===== config.mk =====
export PLATFORM = sky130hd
export DESIGN_NAME = fcstc_div_pipe
export DESIGN_NICKNAME = d
export VERILOG_FILES = /design/src/rtl/assert_macros.svh /design/src/rtl/fcstc_pkg.sv /design/src/rtl/fcstc_div_pipe.sv
export SDC_FILE = /design/constraint.sdc
export NUM_CORES = 2
export LEC_CHECK = 0
export ABC_CLOCK_PERIOD_IN_PS = 36700
export BUFFER_PORTS_ARGS = -buffer_cell sky130_fd_sc_hd__buf_4
export CAP_MARGIN = 10
export CORE_ASPECT_RATIO = 1.2
export CORE_MARGIN = 8
export CORE_UTILIZATION = 58
export DETAILED_ROUTE_END_ITERATION = 6
export GPL_ROUTABILITY_DRIVEN = 1
export PLACE_DENSITY = 0.77
export SETUP_SLACK_MARGIN = 0.5
export SLEW_MARGIN = 20
export SYNTH_ARGS = -nofsm -noshare
export SYNTH_HDL_FRONTEND = slang
export SYNTH_SLANG_ARGS = --single-unit

===== constraint.sdc =====
create_clock -name clk -period 36.7 [get_ports clk]
set_clock_uncertainty 0.2 [all_clocks]
set_input_delay 7.34 -clock clk [delete_from_list [all_inputs] [get_ports clk]]
set_output_delay 7.34 -clock clk [all_outputs]
set_load 0.005 [all_outputs]

===== src/rtl/assert_macros.svh =====
// assertion macros used by the correlation model core
`ifndef ASSERT_MACROS_SVH
`define ASSERT_MACROS_SVH
`ifndef SYNTHESIS
`define ASSERT_IMPLY(lbl, clk, rst, ante, cons) \
  lbl: assert property (@(posedge clk) disable iff (rst) (ante) |-> (cons)) \
    else $error("assertion failed");
`define ASSERT_NEXT(lbl, clk, rst, ante, cons) \
  lbl: assert property (@(posedge clk) disable iff (rst) (ante) |=> (cons)) \
    else $error("assertion failed");
`else
`define ASSERT_IMPLY(lbl, clk, rst, ante, cons)
`define ASSERT_NEXT(lbl, clk, rst, ante, cons)
`endif
`endif


===== src/rtl/fcstc_pkg.sv =====
// constants, register codes and exp table function of the correlation model core
`default_nettype none
package fcstc_pkg;

  localparam int EXP_TABLE_BITS_DEFAULT = 8;
  localparam int DARK_COMPONENTS = 2;
  localparam int EXP_SPAN_LOG2 = 4;
  localparam int X_BITS = 16 + EXP_SPAN_LOG2;
  localparam int SIDE_BITS_DEFAULT = 1;
  localparam int DIV_BITS_DEFAULT = 32;

  typedef enum logic [2:0] {
    REG_PARTICLE_NUMBER  = 3'd0,
    REG_TRIPLET_TIME     = 3'd1,
    REG_TRIPLET_FRACTION = 3'd2,
    REG_DARK_TIME        = 3'd3,
    REG_DARK_FRACTION    = 3'd4,
    REG_BASELINE         = 3'd5,
    REG_COUNT_RATE       = 3'd6,
    REG_BACKGROUND_RATE  = 3'd7
  } reg_index_t;

  localparam logic [1:0] STATUS_OK       = 2'd0;
  localparam logic [1:0] STATUS_SAT      = 2'd1;
  localparam logic [1:0] STATUS_DEN_ZERO = 2'd2;

  // exp(-m/256) in q52, taylor series of 25 terms
  function automatic logic [63:0] exp_part_q52(input logic [63:0] m);
    logic [63:0] term;
    logic signed [63:0] sum;
    term = 64'd1 << 52;
    sum = $signed(term);
    term = (term * m) / 64'd256;  sum = sum - $signed(term);
    term = (term * m) / 64'd512;  sum = sum + $signed(term);
    term = (term * m) / 64'd768;  sum = sum - $signed(term);
    term = (term * m) / 64'd1024; sum = sum + $signed(term);
    term = (term * m) / 64'd1280; sum = sum - $signed(term);
    term = (term * m) / 64'd1536; sum = sum + $signed(term);
    term = (term * m) / 64'd1792; sum = sum - $signed(term);
    term = (term * m) / 64'd2048; sum = sum + $signed(term);
    term = (term * m) / 64'd2304; sum = sum - $signed(term);
    term = (term * m) / 64'd2560; sum = sum + $signed(term);
    term = (term * m) / 64'd2816; sum = sum - $signed(term);
    term = (term * m) / 64'd3072; sum = sum + $signed(term);
    term = (term * m) / 64'd3328; sum = sum - $signed(term);
    term = (term * m) / 64'd3584; sum = sum + $signed(term);
    term = (term * m) / 64'd3840; sum = sum - $signed(term);
    term = (term * m) / 64'd4096; sum = sum + $signed(term);
    term = (term * m) / 64'd4352; sum = sum - $signed(term);
    term = (term * m) / 64'd4608; sum = sum + $signed(term);
    term = (term * m) / 64'd4864; sum = sum - $signed(term);
    term = (term * m) / 64'd5120; sum = sum + $signed(term);
    term = (term * m) / 64'd5376; sum = sum - $signed(term);
    term = (term * m) / 64'd5632; sum = sum + $signed(term);
    term = (term * m) / 64'd5888; sum = sum - $signed(term);
    term = (term * m) / 64'd6144; sum = sum + $signed(term);
    return sum < 0 ? 64'd0 : $unsigned(sum);
  endfunction

  // table entry k: exp(-k * 2^(4-bits)) in q30
  function automatic logic [30:0] exp_entry(input int k, input int bits);
    logic [63:0] u;
    logic [63:0] n;
    logic [63:0] val;
    logic [63:0] e1;
    logic [63:0] rounded;
    u = 64'(k) << (12 - bits);
    n = u >> 8;
    val = exp_part_q52(u & 64'd255);
    e1 = exp_part_q52(64'd256);
    for (int j = 0; j < 16; j++) begin
      if (64'(j) < n) begin
        val = ((val >> 21) * (e1 >> 21)) >> 10;
      end
    end
    rounded = val + (64'd1 << 21);
    return rounded[52:22];
  endfunction

endpackage
`default_nettype wire


===== src/rtl/fcstc_div_pipe.sv =====
// pipelined restoring divider, one quotient bit per stage, with sideband
`default_nettype none
module fcstc_div_pipe #(
  parameter int QUOT_BITS = fcstc_pkg::X_BITS,
  parameter int DIV_BITS  = fcstc_pkg::DIV_BITS_DEFAULT,
  parameter int SIDE_BITS = fcstc_pkg::SIDE_BITS_DEFAULT
) (
  input  logic                 clk,
  input  logic                 rst,
  input  logic                 adv,
  input  logic                 in_valid,
  input  logic [DIV_BITS-1:0]  in_rem,
  input  logic [QUOT_BITS-1:0] in_low,
  input  logic [DIV_BITS-1:0]  divisor,
  input  logic [SIDE_BITS-1:0] in_side,
  output logic                 out_valid,
  output logic [QUOT_BITS-1:0] out_quot,
  output logic [SIDE_BITS-1:0] out_side
);

  logic                 stage_valid [QUOT_BITS];
  logic [DIV_BITS-1:0]  stage_rem   [QUOT_BITS];
  logic [QUOT_BITS-1:0] stage_lq    [QUOT_BITS];
  logic [SIDE_BITS-1:0] stage_side  [QUOT_BITS];

  for (genvar k = 0; k < QUOT_BITS; k++) begin : g_step
    logic                 src_valid;
    logic [DIV_BITS-1:0]  src_rem;
    logic [QUOT_BITS-1:0] src_lq;
    logic [SIDE_BITS-1:0] src_side;
    logic [DIV_BITS:0]    shifted;
    logic                 ge;

    if (k == 0) begin : g_first
      assign src_valid = in_valid;
      assign src_rem   = in_rem;
      assign src_lq    = in_low;
      assign src_side  = in_side;
    end else begin : g_next
      assign src_valid = stage_valid[k-1];
      assign src_rem   = stage_rem[k-1];
      assign src_lq    = stage_lq[k-1];
      assign src_side  = stage_side[k-1];
    end

    assign shifted = {src_rem, src_lq[QUOT_BITS-1]};
    assign ge = shifted >= {1'b0, divisor};

    always_ff @(posedge clk) begin
      if (rst) begin
        stage_valid[k] <= 1'b0;
      end else if (adv) begin
        stage_valid[k] <= src_valid;
        stage_rem[k] <= ge ? DIV_BITS'(shifted - {1'b0, divisor}) : shifted[DIV_BITS-1:0];
        stage_lq[k] <= {src_lq[QUOT_BITS-2:0], ge};
        stage_side[k] <= src_side;
      end
    end
  end

  assign out_valid = stage_valid[QUOT_BITS-1];
  assign out_quot  = stage_lq[QUOT_BITS-1];
  assign out_side  = stage_side[QUOT_BITS-1];

endmodule
`default_nettype wire


== Word level (Yosys, flattened, before mapping) ==
Memories as Yosys holds them, arrays and structs flattened.
Cells that the tools add are included.

* Register bits after elaboration: 0
* Memories: 4
* Memory bits (writable): 1080
* Logic and storage cells: 109

* Bitwise operators: 20
* Multiplexer cells: 45
* Add/sub/neg operators: 20
* $lt $le $gt $ge: 20

{| class="wikitable"
|+ Memories
! memory !! words !! bits a word !! rd ports !! clocked after memory_dff !! write ports !! RTL line !! RTL
|-
| stage_rem || 20 || 32 || 19 || 0 || 20 || fcstc_div_pipe.sv:22 || <nowiki>logic [DIV_BITS-1:0] stage_rem [QUOT_BITS];</nowiki>
|-
| stage_lq || 20 || 20 || 20 || 0 || 20 || fcstc_div_pipe.sv:23 || <nowiki>logic [QUOT_BITS-1:0] stage_lq [QUOT_BITS];</nowiki>
|-
| stage_side || 20 || 1 || 20 || 0 || 20 || fcstc_div_pipe.sv:24 || <nowiki>logic [SIDE_BITS-1:0] stage_side [QUOT_BITS];</nowiki>
|-
| stage_valid || 20 || 1 || 20 || 0 || 20 || fcstc_div_pipe.sv:21 || <nowiki>logic stage_valid [QUOT_BITS];</nowiki>
|}

{| class="wikitable"
|+ Operators with widths
! kind !! number
|-
| greater-or-equal comparator 33 x 32 -> 1 bit || 20
|-
| 2-to-1 mux 32 bit || 20
|-
| subtractor 32 bit || 20
|-
| 2-to-1 mux 1 bit || 25
|-
| bitwise OR 1 bit || 20
|}

== Longest topological paths before layout ==
* Depth in word-level cells: 4
* Mapped depth: 17
* Gate-level depth less buffers: 14

== Worst setup path before layout ==
No wires, ideal clock.

* Path type: in2reg
* Start: in adv
* End: mem stage_valid[0][0], data pin
* Stages on the path: 3
* Arrival: 37014 ps
* Slack: -826 ps
* Cells stage by stage: nor2b_1 -> clkbuf_1 -> and2_1

{| class="wikitable"
|+ RTL lines
! element !! RTL line !! RTL
|-
| start, declared || fcstc_div_pipe.sv:10 || <nowiki>input logic adv,</nowiki>
|-
| end, declared || fcstc_div_pipe.sv:21 ||
|}

==> metrics <==
Worst IR Drop VDD=0.0534 mV; Setup TNS=0 ns; Mapped Cells=6542; leading area contributor after synthesis=edfxtp_1; Post-Route WL=184000 µm; worst hold slack=0.207 ns; CP most frequent cell=buf_4; TritonCTS clock tree=done; vias in the first global route=51.1k; CP Data Required Time=36.98 ns; 1st-iter DRT viols=3600; critical path endpoint category=flop; Slew headroom=27.9%; H-Tree Depth=3; pwr dens=51.8 nW/µm²; outcome=finished clean; fin cells=8275; # setup viols final=0; Placer Congestion=0.958; deepest clock path buffer count=3; routed length per instance=22.3 µm; I/O pin count=111; dpl cell area=72000 µm²; Worst-path clk slew=0.06 ns; Die X=332 µm; synthesized area=69300 µm²; Final Util=63.4%; yosys warns=0; worst slew pin tran=1.08 ns; post-synth top area share=45.4%; post-CTS sizing=0; worst hold path type=reg -> reg; slowest stage delay, CP=0.76 ns; RSZ-0062 raised after global routing=no; Clock Sinks=1048; main flop type after synthesis=edfxtp_1; Fill cells=9484; drt pass-1 iters=6; global-route wire length before repair=280000 µm; worst skew pair latency=0.76 ns; FF-to-FF setup slack=31.81 ns; kind of critical path=in -> reg; max-slew violation count=0; Leak Pwr=0.0301 µW; Final Cycle Share=33.7%; Initial Util=58.2%; core area=119000 µm²; crit start category=input pin; post-DR vias/cell=6.27; register area share after synthesis=45.4%; HPWL Detailed=132000 µm; CTS Hold Bufs=0; largest net degree at the start of global routing=184; share of layout cells above drive strength 1=9.41%; Critical Path Slowest Stage Cell=nor4_1; GRT Util Overall=27.1%; setup bufs post-CTS=0; clk root buf=clkbuf_16; ANT cells=0; max-cap check violation count=0; fmax=0.0808 GHz; post-synth cell types=87; die area=131000 µm²; CP Data Arrival Time=12.66 ns; Area growth syn-to-layout=8.99%; synth top area cells=edfxtp_1 (45%), ha_1 (12%), a21oi_1 (4.5%); Post-DRT Antenna Nets=0; Post-route DRC=0; die extent in y=395 µm; Post-synth EDFFs=1048; Design Area, Final=75600 µm²; Fin. Hold Viols=0; average cell area after synthesis=10.6 µm²; post-route minimum period=12.38 ns; Via Count=51.8k; Num CTS Buffers=108; remaining global-route overflow=0; Post-synth ARST share=0%; fin nets=7387; syn_nets=7290; initial antenna violation count=0; Crit Path Max Fanout=61; Rows=139; Seq cells post-synth=1048; worst-path cell chain=buf_4, inv_1, buf_4, ha_1, nor2b_1, o21a_1, o21ai_0, a211oi_1, nor4_1, nor4_1, a211oi_1, o211ai_1, a31oi_4, buf_4, mux2_2; # placed instances=8080; IO Port Bufs=110
==> kinds of logic (layout without fill, tap and decap cells) <==
| logic type | count (synthesis) | count (layout) | synth area share (%) |
|---|---|---|---|
| muxes | 270 | 270 | 4.35 |
| DFF | 1048 | 1048 | 45.4 |
| xor gates and xnor gates | 522 | 522 | 6.59 |
| buffers and inverters | 395 | 577 | 2.21 |
| adders and majority gates | 659 | 659 | 12.1 |
| AOI/OAI and AO/OA | 2027 | 2027 | 18.3 |
| and+or+nand+nor | 1621 | 1621 | 11.0 |
==> placed cells by master (no fill, tap or decap), types with 39 or more instances in the layout <==
cell,n
a211oi_1,52
a21o_1,352
a21oi_1,628
a31oi_1,67
and2_1,46
and3_1,51
buf_4,172
clkbuf_16,108
edfxtp_1,1048
ha_1,640
inv_1,205
mux2_2,246
nand2_1,534
nand2b_1,89
nand3_1,129
nand4_1,93
nor2_1,414
nor2b_1,87
nor3_1,68
o21a_1,77
o21ai_0,477
o21bai_1,78
o31ai_1,39
xnor2_1,313
xor2_1,209
==> per-stage QoR <==
step           total power (µW)  setup slack [ns]
6_report                   3920             24.32
3_3_place_gp               2780             23.79
2_1_floorplan              2530             14.94
4_1_cts                    3930             24.46
3_5_place_dp               2810             23.67
5_1_grt                    4120             24.15
==> registers in the layout, summed over array words and instances, names as in the netlist <==
signal,flops
stage_lq,400
stage_rem,608
stage_valid,20
stage_side,20
==> critical path: cells and delay by family <==
kind | cells | cell delay [ns]
simple gates | 3 | 1.10
mux | 1 | 0.40
fa+ha+maj | 1 | 0.34
buf+inv | 4 | 1.84
compound gates | 6 | 1.55
==> where the power goes <==
group	leakage [µW]	switching, µW	internal (µW)	total [µW]
logic	0.0185	697	530	1230
clock network	0.00174	477	640	1120
registers	0.00987	76.3	1500	1570
==> metal layers <==
layer,global-route usage (%),wire [µm]
met4,19.8,15600
met5,0,0
met1,29.4,68200
met2,48.4,91700
met3,3.70,8630
==> cell usage after synthesis (19+ instances only) <==
| cell | instances |
|---|---|
| o21bai_1 | 78 |
| nor4_1 | 25 |
| nor2b_1 | 88 |
| a21o_1 | 352 |
| inv_1 | 205 |
| o21ai_0 | 479 |
| nand3_1 | 129 |
| a211oi_1 | 52 |
| nor2_1 | 414 |
| fa_1 | 19 |
| and3_1 | 51 |
| o21a_1 | 77 |
| a21oi_1 | 628 |
| o211ai_1 | 21 |
| nand4_1 | 93 |
| clkbuf_1 | 157 |
| nor3_1 | 68 |
| and4_1 | 21 |
| a21boi_0 | 19 |
| mux2i_1 | 21 |
| o31ai_1 | 41 |
| ha_1 | 640 |
| xor2_1 | 209 |
| nand2b_1 | 89 |
| nand2_1 | 534 |
| mux2_2 | 246 |
| edfxtp_1 | 1048 |
| xnor2_1 | 313 |
| a31oi_1 | 68 |
| and2_1 | 46 |
| buf_2 | 22 |
==> layout make-up <==
class | count | area, µm² | share of cell area (%)
clock buffers | 128 | 2780 | 3.68
clock inverters | 67 | 777 | 1.03
inverters | 207 | 777 | 1.03
multi-input cells | 5099 | 36500 | 48.3
flip-flops and latches | 1048 | 31500 | 41.6
well taps | 1551 | 1940 | 2.57
repair buffers | 175 | 1350 | 1.79
==> final timing paths <==
check                                startpoint          endpoint  depth (start not counted)
worst max-delay path                 divisor[1]   stage_rem[7][3]                         15
worst min-delay path            stage_lq[1][77]   stage_lq[2][18]                          0
worst min register to register  stage_lq[1][77]   stage_lq[2][18]                          0
worst max register to register  stage_rem[2][8]  stage_rem[3][22]                         13
Note: power is estimated with default switching activity, not from simulation.
